==> config.mk <==
export PLATFORM = sky130hd
export DESIGN_NAME = group_reverse_reorder
export DESIGN_NICKNAME = d
export VERILOG_FILES = /design/src/rtl/grr_pkg.sv /design/src/rtl/grr_queue.sv /design/src/rtl/grr_front.sv /design/src/rtl/grr_back.sv /design/src/rtl/group_reverse_reorder.sv
export SDC_FILE = /design/constraint.sdc
export NUM_CORES = 1
export LEC_CHECK = 0
export ABC_AREA = 1
export BUFFER_PORTS_ARGS = -buffer_cell sky130_fd_sc_hd__buf_2
export CAP_MARGIN = 20
export CORE_MARGIN = 3
export CORE_UTILIZATION = 30
export CTS_CLUSTER_SIZE = 25
export DETAILED_ROUTE_END_ITERATION = 10
export GPL_ROUTABILITY_DRIVEN = 0
export PLACE_DENSITY = 0.57
export SYNTH_ARGS = -nofsm -noshare
export SYNTH_HDL_FRONTEND = slang
export SYNTH_HIERARCHICAL = 1
export SYNTH_SLANG_ARGS = --single-unit
==> constraint.sdc <==
create_clock -name clk -period 2.83 [get_ports clk]
set_input_delay 0.1415 -clock clk [delete_from_list [all_inputs] [get_ports clk]]
set_output_delay 0.1415 -clock clk [all_outputs]
set_load 0.05 [all_outputs]
==> src/rtl/grr_pkg.sv <==
// Shared constants and types for the group reverse reorder block.
package grr_pkg;

  localparam int GRR_MAX_GROUP = 16;
  localparam int GRR_DATA_W    = 32;
  localparam int GRR_CFG_W     = 5;

  // Classification of one accepted request, handed from front to back.
  typedef struct packed {
    logic rev;   // group filled: emit reversed
    logic emit;  // this request closes a group or the list
    logic eol;   // end of list
  } grr_flags_t;

  localparam int GRR_FLAGS_W = $bits(grr_flags_t);

endpackage

==> src/rtl/grr_queue.sv <==
// Two-entry queue between the front and back sections.
module grr_queue
  import grr_pkg::*;
#(
  parameter int W = 8
) (
  input  logic         clk,
  input  logic         rst_n,
  input  logic         push,
  input  logic [W-1:0] wdata,
  output logic         full,
  input  logic         pop,
  output logic [W-1:0] rdata,
  output logic         empty
);

  logic [W-1:0] slot_r [2];
  logic         wp_r;
  logic         rp_r;
  logic [1:0]   cnt_r;
  logic [1:0]   cnt_nxt;

  always_comb begin
    cnt_nxt = cnt_r;
    if (push && !pop) begin
      cnt_nxt = cnt_r + 2'd1;
    end else if (pop && !push) begin
      cnt_nxt = cnt_r - 2'd1;
    end
  end

  always_ff @(posedge clk) begin
    if (!rst_n) begin
      wp_r  <= 1'b0;
      rp_r  <= 1'b0;
      cnt_r <= 2'd0;
    end else begin
      if (push) begin
        wp_r <= ~wp_r;
      end
      if (pop) begin
        rp_r <= ~rp_r;
      end
      cnt_r <= cnt_nxt;
    end
  end

  always_ff @(posedge clk) begin
    if (push) begin
      slot_r[wp_r] <= wdata;
    end
  end

  assign full  = (cnt_r == 2'd2);
  assign empty = (cnt_r == 2'd0);
  assign rdata = slot_r[rp_r];

endmodule

==> src/rtl/grr_front.sv <==
// Front section: group size register, request intake and group classification.
module grr_front
  import grr_pkg::*;
#(
  parameter int MAX_GROUP = GRR_MAX_GROUP,
  parameter int IDX_W     = (MAX_GROUP > 1) ? $clog2(MAX_GROUP) : 1
) (
  input  logic                  clk,
  input  logic                  rst_n,
  input  logic                  cfg_wr_en,
  input  logic [GRR_CFG_W-1:0]  cfg_wr_data,
  input  logic                  in_tvalid,
  output logic                  in_tready,
  input  logic [GRR_DATA_W-1:0] in_tdata,
  input  logic                  in_tlast,
  input  logic                  q_full,
  output logic                  q_push,
  output logic [GRR_DATA_W-1:0] q_value,
  output grr_flags_t            q_flags,
  output logic [IDX_W-1:0]      q_idx
);

  localparam int CNT_W = $clog2(MAX_GROUP + 1);
  localparam int KW    = (CNT_W > GRR_CFG_W) ? CNT_W : GRR_CFG_W;

  logic [GRR_CFG_W-1:0] gsize_r;
  logic [IDX_W-1:0]     fill_r;
  logic [IDX_W-1:0]     fill_nxt;
  logic [GRR_CFG_W-1:0] k_eff;
  logic [CNT_W-1:0]     n_cnt;
  logic                 full_grp;

  always_comb begin
    k_eff = (gsize_r == '0) ? GRR_CFG_W'(1) : gsize_r;
    n_cnt = CNT_W'(fill_r) + CNT_W'(1);
    // A size above the store depth saturates, so a full store always closes.
    full_grp = (KW'(n_cnt) >= KW'(k_eff)) || (n_cnt == CNT_W'(MAX_GROUP));
  end

  assign in_tready     = !q_full;
  assign q_push        = in_tvalid && in_tready;
  assign q_value       = in_tdata;
  assign q_idx         = fill_r;
  assign q_flags.rev   = full_grp;
  assign q_flags.emit  = full_grp || in_tlast;
  assign q_flags.eol   = in_tlast;

  always_comb begin
    fill_nxt = fill_r;
    if (q_push) begin
      fill_nxt = q_flags.emit ? '0 : fill_r + IDX_W'(1);
    end
  end

  always_ff @(posedge clk) begin
    if (!rst_n) begin
      gsize_r <= GRR_CFG_W'(1);
      fill_r  <= '0;
    end else begin
      if (cfg_wr_en) begin
        gsize_r <= cfg_wr_data;
      end
      fill_r <= fill_nxt;
    end
  end

endmodule

==> src/rtl/grr_back.sv <==
// Back section: group store and the result sequencer that replays groups.
module grr_back
  import grr_pkg::*;
#(
  parameter int MAX_GROUP = GRR_MAX_GROUP,
  parameter int IDX_W     = (MAX_GROUP > 1) ? $clog2(MAX_GROUP) : 1
) (
  input  logic                  clk,
  input  logic                  rst_n,
  input  logic                  q_empty,
  output logic                  q_pop,
  input  logic [GRR_DATA_W-1:0] q_value,
  input  grr_flags_t            q_flags,
  input  logic [IDX_W-1:0]      q_idx,
  output logic                  out_tvalid,
  input  logic                  out_tready,
  output logic [GRR_DATA_W-1:0] out_tdata,
  output logic                  out_tlast,
  output logic                  out_tuser
);

  localparam logic [1:0] S_IDLE = 2'd0;
  localparam logic [1:0] S_READ = 2'd1;
  localparam logic [1:0] S_SHOW = 2'd2;

  logic [GRR_DATA_W-1:0] store_r [MAX_GROUP];
  logic [GRR_DATA_W-1:0] rd_r;
  logic                  last_r;
  logic [1:0]            state_r;
  logic [1:0]            state_nxt;
  logic [IDX_W-1:0]      addr_r;
  logic [IDX_W-1:0]      addr_nxt;
  logic [IDX_W-1:0]      end_r;
  logic                  rev_r;
  logic                  eol_r;

  assign q_pop = (state_r == S_IDLE) && !q_empty;

  always_comb begin
    state_nxt = state_r;
    addr_nxt  = addr_r;
    unique case (state_r)
      S_IDLE: begin
        if (q_pop && q_flags.emit) begin
          state_nxt = S_READ;
          addr_nxt  = q_flags.rev ? q_idx : '0;
        end
      end
      S_READ: begin
        state_nxt = S_SHOW;
      end
      S_SHOW: begin
        if (out_tready) begin
          if (last_r) begin
            state_nxt = S_IDLE;
          end else begin
            state_nxt = S_READ;
            addr_nxt  = rev_r ? addr_r - IDX_W'(1) : addr_r + IDX_W'(1);
          end
        end
      end
      default: begin
        state_nxt = S_IDLE;
      end
    endcase
  end

  always_ff @(posedge clk) begin
    if (!rst_n) begin
      state_r <= S_IDLE;
    end else begin
      state_r <= state_nxt;
    end
  end

  always_ff @(posedge clk) begin
    addr_r <= addr_nxt;
    if (q_pop) begin
      end_r <= q_idx;
      rev_r <= q_flags.rev;
      eol_r <= q_flags.eol;
    end
  end

  always_ff @(posedge clk) begin
    if (q_pop) begin
      store_r[q_idx] <= q_value;
    end
    if (state_r == S_READ) begin
      rd_r   <= store_r[addr_r];
      last_r <= rev_r ? (addr_r == '0) : (addr_r == end_r);
    end
  end

  assign out_tvalid = (state_r == S_SHOW);
  assign out_tdata  = rd_r;
  assign out_tlast  = last_r;
  assign out_tuser  = last_r && eol_r;

endmodule

==> src/rtl/group_reverse_reorder.sv <==
// Top level of the group reverse reorder block.
// Values arrive one request per cycle on the in_ stream (in_tlast ends a list) and are
// buffered in groups of cfg group size (0 acts as 1, values above MAX_GROUP saturate).
// A filled group is replayed in reverse order; a partial group at list end is replayed
// in arrival order. out_tlast marks the last result of a group, out_tuser the last
// result of the list. Intake runs through a two-entry queue, so it accepts one request
// per cycle while that queue has room; the back sequencer writes each popped request into
// the single-port group store, then replays each result as a registered read of the store
// followed by presenting it until out_tready, and pops no new request while a group is
// replayed. No clearing pass is needed after reset.
module group_reverse_reorder
  import grr_pkg::*;
#(
  parameter int MAX_GROUP = GRR_MAX_GROUP
) (
  input  logic                  clk,
  input  logic                  rst_n,
  input  logic                  cfg_wr_en,
  input  logic [GRR_CFG_W-1:0]  cfg_wr_data,   // group_size
  input  logic                  in_tvalid,
  output logic                  in_tready,
  input  logic [GRR_DATA_W-1:0] in_tdata,      // [31:0] value
  input  logic                  in_tlast,
  output logic                  out_tvalid,
  input  logic                  out_tready,
  output logic [GRR_DATA_W-1:0] out_tdata,     // [31:0] out_value
  output logic                  out_tlast,
  output logic                  out_tuser      // [0] list_done
);

  localparam int IDX_W = (MAX_GROUP > 1) ? $clog2(MAX_GROUP) : 1;
  localparam int Q_W   = GRR_DATA_W + GRR_FLAGS_W + IDX_W;

  logic                  q_push;
  logic                  q_pop;
  logic                  q_full;
  logic                  q_empty;
  logic [GRR_DATA_W-1:0] f_value;
  grr_flags_t            f_flags;
  logic [IDX_W-1:0]      f_idx;
  logic [GRR_DATA_W-1:0] b_value;
  grr_flags_t            b_flags;
  logic [IDX_W-1:0]      b_idx;
  logic [Q_W-1:0]        q_wdata;
  logic [Q_W-1:0]        q_rdata;

  grr_front #(
    .MAX_GROUP (MAX_GROUP),
    .IDX_W     (IDX_W)
  ) u_front (
    .clk         (clk),
    .rst_n       (rst_n),
    .cfg_wr_en   (cfg_wr_en),
    .cfg_wr_data (cfg_wr_data),
    .in_tvalid   (in_tvalid),
    .in_tready   (in_tready),
    .in_tdata    (in_tdata),
    .in_tlast    (in_tlast),
    .q_full      (q_full),
    .q_push      (q_push),
    .q_value     (f_value),
    .q_flags     (f_flags),
    .q_idx       (f_idx)
  );

  assign q_wdata = {f_value, f_flags, f_idx};
  assign {b_value, b_flags, b_idx} = q_rdata;

  grr_queue #(
    .W (Q_W)
  ) u_queue (
    .clk   (clk),
    .rst_n (rst_n),
    .push  (q_push),
    .wdata (q_wdata),
    .full  (q_full),
    .pop   (q_pop),
    .rdata (q_rdata),
    .empty (q_empty)
  );

  grr_back #(
    .MAX_GROUP (MAX_GROUP),
    .IDX_W     (IDX_W)
  ) u_back (
    .clk        (clk),
    .rst_n      (rst_n),
    .q_empty    (q_empty),
    .q_pop      (q_pop),
    .q_value    (b_value),
    .q_flags    (b_flags),
    .q_idx      (b_idx),
    .out_tvalid (out_tvalid),
    .out_tready (out_tready),
    .out_tdata  (out_tdata),
    .out_tlast  (out_tlast),
    .out_tuser  (out_tuser)
  );

endmodule

# Word-level counts from Yosys, hierarchy flattened
# Memories as Yosys holds them, arrays and structs flattened. A register that Yosys moved wholly into a read port is not among the register bits.
# Cells that the tools add are included.
# W data, S select, Z words.
dict set report totals {
  ff_bits 26
  latch_bits 0
  mem_bits_rw 590
  rom_bits 0
  output_inout_bits 36
  elab_cells 71
  mem_count 2
}
# memory depth width rd rd_ports_with_merged_regs write_ports line_no
set mem_list {}
lappend mem_list {u_back.store_r 16 32 1 1 1 grr_back.sv:26} ;# logic [GRR_DATA_W-1:0] store_r [MAX_GROUP];
lappend mem_list {u_queue.slot_r 2 39 1 1 1 grr_queue.sv:17} ;# logic [W-1:0] slot_r [2];
dict set report classes {
  n_addsub 6
  mul 0
  div_mod_pow 0
  n_lt_le_gt_ge 1
  eq_ne 8
  n_shift 0
  n_mux 21
  bitwise_logic 2
  reduce_logical 20
}
# cell n
set op_table {}
lappend op_table {{$mux W4} 6}
lappend op_table {{$add A4 B1 Y4 const B} 2}
lappend op_table {{$mux W1} 8}
lappend op_table {{$mux W2} 4}
lappend op_table {{$pmux W4 S2} 1}
lappend op_table {{$logic_and A1 B1 Y1} 6}
lappend op_table {{$pmux W2 S3} 1}
lappend op_table {{$add A4 B1 Y5 const B} 1}
lappend op_table {{$eq A5 B5 Y1 const B} 1}
lappend op_table {{$ge A5 B5 Y1} 1}
lappend op_table {{$logic_not A5 Y1} 1}
lappend op_table {{$mux W5} 1}
lappend op_table {{$eq A2 B2 Y1 const B} 2}
lappend op_table {{$eq A4 B4 Y1} 1}
lappend op_table {{$logic_not A1 Y1} 4}
lappend op_table {{$logic_not A2 Y1} 2}
lappend op_table {{$logic_not A4 Y1} 1}
lappend op_table {{$ne A2 B2 Y1 const B} 2}
lappend op_table {{$reduce_and A4 Y1} 1}
lappend op_table {{$reduce_bool A2 Y1} 2}
lappend op_table {{$sub A4 B1 Y4 const B} 1}
lappend op_table {{$add A2 B1 Y2 const B} 1}
lappend op_table {{$eq A2 B1 Y1 const B} 1}
lappend op_table {{$logic_or A1 B1 Y1} 2}
lappend op_table {{4 further kinds} 5}

# Logic depth before layout (Yosys ltp)
dict set report logic_depth {
  depth_word 7
  mapped_depth 12
  ltp_nobuf 12
}

# Cells and area by module
# The synthesis kept the hierarchy.
# module instances cells_per_inst area_each_um2 seq_area_each_um2
set modules_own_cells {}
lappend modules_own_cells {grr_back 1 2204 23538.8 16706.0}
lappend modules_own_cells {grr_queue 1 156 3088.0 2442.3}
lappend modules_own_cells {grr_front 1 109 810.8 180.2}

# Worst setup path before layout
# OpenSTA, ideal clock, no wires.
dict set report synth_path {
  kind {register to register}
  start {register u_queue.cnt_r[1]}
  end {memory u_queue/slot_r[0][0] (netlist bit) (enable)}
  t_arrival_ps 2612
  path_slack_ps -217
  stages_incl_launch_ff 8
  n_path_buf 0
  path_cell_list {dfxtp_1 > inv_1 > nor2_1 > inv_2 > nand2_1 > inv_1 > inv_1 > nor2_1}
}
dict set report synth_between {
  elab_chain_cells 5
}
# element line_no
set synth_rtl {}
lappend synth_rtl {{start: declaration} grr_queue.sv:20} ;# logic [1:0] cnt_r;
lappend synth_rtl {{start signal: assignment} grr_queue.sv:44} ;# cnt_r <= cnt_nxt;
lappend synth_rtl {{$eq A2 B2 Y1} grr_queue.sv:54} ;# assign full = (cnt_r == 2'd2);
lappend synth_rtl {{named net q_full} group_reverse_reorder.sv:36} ;# logic q_full;
lappend synth_rtl {{$logic_not A1 Y1} grr_front.sv:40} ;# assign in_tready = !q_full;
lappend synth_rtl {{named net in_tready} group_reverse_reorder.sv:21} ;# output logic in_tready,
lappend synth_rtl {{$logic_and A1 B1 Y1} grr_front.sv:41} ;# assign q_push = in_tvalid && in_tready;
lappend synth_rtl {{named net q_push} group_reverse_reorder.sv:34} ;# logic q_push;
lappend synth_rtl {{$mux W1} grr_queue.sv:49} ;# if (push) begin
lappend synth_rtl {{$mux W1 (implied by the code)} grr_queue.sv:50} ;# slot_r[wp_r] <= wdata;
lappend synth_rtl {{end: declaration} grr_queue.sv:17}
# The timed path passes the listed nets, and every way through them passes these cells.

# Final worst setup path
dict set report layout_path {
  start {register u_front.fill_r[0] (netlist: u_front/q_idx[0])}
  end {register u_front.fill_r[0] (netlist: u_front/q_idx[0])}
}
dict set report layout_between {
  elab_chain_cells 5
}
# element line_no
set layout_rtl {}
lappend layout_rtl {{start: declaration} grr_front.sv:27} ;# logic [IDX_W-1:0] fill_r;
lappend layout_rtl {{start signal: assignment} grr_front.sv:63} ;# fill_r <= fill_nxt;
lappend layout_rtl {{$add A4 B1 Y5} grr_front.sv:35} ;# n_cnt = CNT_W'(fill_r) + CNT_W'(1);
lappend layout_rtl {{$ge A5 B5 Y1 or $eq A5 B5 Y1 (tied branches)} grr_front.sv:37} ;# full_grp = (KW'(n_cnt) >= KW'(k_eff)) || (n_cnt == CNT_W'(MAX_GROUP));
lappend layout_rtl {{$logic_or A1 B1 Y1} grr_front.sv:37}
lappend layout_rtl {{$logic_or A1 B1 Y1} grr_front.sv:45} ;# assign q_flags.emit = full_grp || in_tlast;
lappend layout_rtl {{$mux W4 *} grr_front.sv:51} ;# fill_nxt = q_flags.emit ? '0 : fill_r + IDX_W'(1);
# Mark *: on every way between the ends. The rest lies on a longest branch, timed or not.
# A chain may end at the register's enable or synchronous reset.

==> flow_summary_export.csv <==
group,metric,value,unit
power_and_ir_drop,cellPowerDensity,975.2,mW/mm^2
floorplan,ios,79,
clocking,clockRootBuffer,"clkbuf_16",
cells_and_area,syn2layout_area_growth,16.01,%
synth,ys.flop_type,"edfxtp_1",
power_and_ir_drop,vdd_drop_max,0.9597,mV
routing,num_vias,16801,
placed_design,postPlaceCellArea,0.02922,mm^2
synth,synth_top_area_frac,0.6928,
power_and_ir_drop,switching_share,0.3531,
floorplan,fp.dieH,308.4,um
routing,drc_errors,0,
routing,viasPerCell,4.404,
critical_path,reg2reg_slack,0.35,ns
critical_path,reg2reg_from,"u_front/q_idx[0]",
job,drv_cap,0,
synth,yosysWarnings,6,
run_status,outcome,"completed",
synth,ys_seq_area_frac,0.7045,
timing,fmax,0.4027,GHz
timing,worst_pin_slew,0.6756,ns
power_and_ir_drop,p_int,20.08,mW
cells_and_area,nNetsFinal,2641,
floorplan,row_count,110,
cells_and_area,fin_cells,3815,
cells_and_area,post-route-cell-area,0.03183,mm^2
cells_and_area,final_common_cell,"nand2_1",
floorplan,die_width,308.4,um
cells_and_area,final_cell_mix,"821 x nand2_1, 633 x edfxtp_1, 402 x inv_1",
placed_design,numPortBuffers,78,
grt,grt_antenna_before_repair,1,
synth,synth_fp_nets,2523,
clocking,clkLatencyLatePin,0.61,ns
timing,hold_viol,0,
timing,holdWs,0.1114,ns
floorplan,dieArea,0.09512,mm^2
grt,grt_pass1_wl,99410,um
power_and_ir_drop,power,31.04,mW
synth,synth_edf_count,633,
timing,rsz0062_at_grt,"false",
grt,grt_pass1_vias,16160,
timing,fin_crit,2.483,ns
min_path,min_from,"in_tvalid",
power_and_ir_drop,power.switching,10.96,mW
clocking,clkSlewWorstSetupHoldPaths,0.06,ns
power_and_ir_drop,p_comb_frac,0.310,
power_and_ir_drop,p_seq_frac,0.421,
synth,synth.distinct_cells,34,
synth,syn_inst,2469,
routing,postRouteAntennaNets,0,
timing,slew_viol_final,0,
min_path,hp-class,"in2reg",
critical_path,r2r_end,"u_front/q_idx[0]",
critical_path,cp-start-kind,"flop",
min_path,hold_depth,4,
synth,syn_area,0.02744,mm^2
cells_and_area,layout-drive-gt1-share,0.1152,
clocking,cts_tree,"built",
synth,yosysTopAreaCell,"edfxtp_1",
placed_design,place.detailed.instances,3640,
synth,synthTopCellsByArea,"edfxtp_1 69%, nand2_1 11%, inv_1 5.5%",
clocking,cts_buffers,68,
synth,async_reset_ff_frac,0,
routing,routed_wirelength,65280,um
routing,drt_iter0_drc,1358,
clocking,clock_path_buffers,3,
critical_path,worstRegToRegCells,9,
clocking,h-tree-depth,3,
critical_path,critPathKind,"reg2reg",
power_and_ir_drop,power_frac_clock,0.269,
synth,synth-seq-cells,649,
floorplan,coreArea,0.09029,mm^2
placed_design,hpwlAfterDp,37480,um
timing,skew,0.02489,ns
floorplan,start_util,0.3039,
timing,fin_crit_sh,0.8775,
critical_path,endpoint_kind,"flop",
grt,grt.overflow.total,0,
grt,grt_max_degree,112,
grt,grt.total_usage,0.1382,
timing,max_slew_margin,0.5496,
clocking,cts_sinks,649,
min_path,min_to,"u_front/q_idx[2]",
routing,detail_route.wl_per_cell,17.11,um
critical_path,required,3.36,ns
timing,setup_violations,0,
synth,avgSynthCellArea,11.11,um^2
critical_path,cp.arrival,3.02,ns
critical_path,crit_path_max_fanout,10,
routing,dr.pass1.iters,5,
power_and_ir_drop,leakage,13.14,nW
-- critical path, cell delays in order, from the launching register on --
cell	delay (ns)
dfxtp_1	0.58
ha_1	0.26
xor2_1	0.21
ha_1	0.28
a21oi_1	0.14
nand2_1	0.08
nand2_2	0.11
nand4_1	0.09
a21oi_1	0.12
dlygate4sd3_1	0.56
-- metrics by stage --
stage | setup WS [ns] | setup TNS [ns] | utilization
floorplan | -0.1524 | -78.04 | -
global placement | 0.5329 | 0 | 0.3237
detailed placement | 0.4836 | 0 | 0.3237
CTS | 0.3182 | 0 | 0.3524
global route | 0.1532 | 0 | 0.3525
finish | 0.3467 | 0 | 0.3526
-- final cells by class --
class	instances	area [um^2]
Tap cell	1176	1471
Clock inverter	41	302.8
Timing Repair Buffer	186	1539
Multi-Input combinational cell	1265	5839
Clock buffer	80	1768
Fill cell	8908	58460
Antenna cell	1	2.502
Sequential cell	649	19330
Inverter	417	1578
-- Yosys cell counts, types with 8 or more instances --
cell type,instances
nand2_1,821
mux2_2,29
mux2_4,10
o21ai_0,8
a21oi_1,34
inv_1,404
buf_2,52
buf_4,60
clkbuf_1,10
ha_1,10
inv_2,11
dfxtp_1,16
buf_1,12
nand3_1,295
edfxtp_1,633
nor2_1,31
-- cells by family after synthesis --
family,share of synthesized area
flops,0.7045
compound gates,0.009713
fa+ha+maj,0.005290
xor+xnor,0.001596
mux,0.01737
simple gates,0.1737
buf+inv,0.08792
-- registers in the layout, indices dropped and copies added, names as in the netlist, named ones only --
name,count
u_back/eol_r,1
u_back/rev_r,1
u_queue/wp_r,1
u_queue/rp_r,1
u_front/q_idx,4
u_back/end_r,4
u_back/out_tlast,1
u_queue/slot_r,78
u_back/addr_r,4
u_back/state_r,2
u_front/gsize_r,5
u_back/store_r,512
u_back/out_tdata,32
u_queue/cnt_r,2
-- what timing repair did --
action | 4_1_cts | 5_1_grt
setup buffers | 0 | 0
hold endpoints to repair | 84 | 0
resized for setup | 0 | 0
hold buffers | 52 | 0
-- routing by layer --
layer	vias to the layer above	share of wire	GRT usage
met1	8063	0.44	0.1813
met2	398	0.48	0.2330
li1	8246	-	-
met3	94	0.049	0.02534
met5	-	0	0
met4	0	0.025	0.04187
-- power groups by stage --
| stage | Clock, mW | Sequential [mW] | Combinational [mW] |
|---|---|---|---|
| finish | 8.36 | 13.1 | 9.62 |
| floorplan | 0 | 13.6 | 6.16 |
| detailed placement | 0 | 13.3 | 9.68 |
| CTS | 8.58 | 13.1 | 9.77 |
| global placement | 0 | 13.3 | 9.59 |
| global route | 9.01 | 13.1 | 10.7 |
-- worst max path at each step --
stage               slack [ns]  depth (start not counted)        startpoint               endpoint
floorplan                -0.15                          4  u_queue/cnt_r[0]   u_back/store_r[0][0]
global placement          0.53                          6              flop  u_back/store_r[3][13]
detailed placement        0.48                          6              flop  u_back/store_r[2][25]
CTS                       0.32                          9  u_front/q_idx[0]       u_front/q_idx[0]
global route              0.15                         11  u_front/q_idx[0]       u_front/q_idx[0]
finish                    0.35                          9  u_front/q_idx[0]       u_front/q_idx[0]
(Power assumes the default switching activity.)
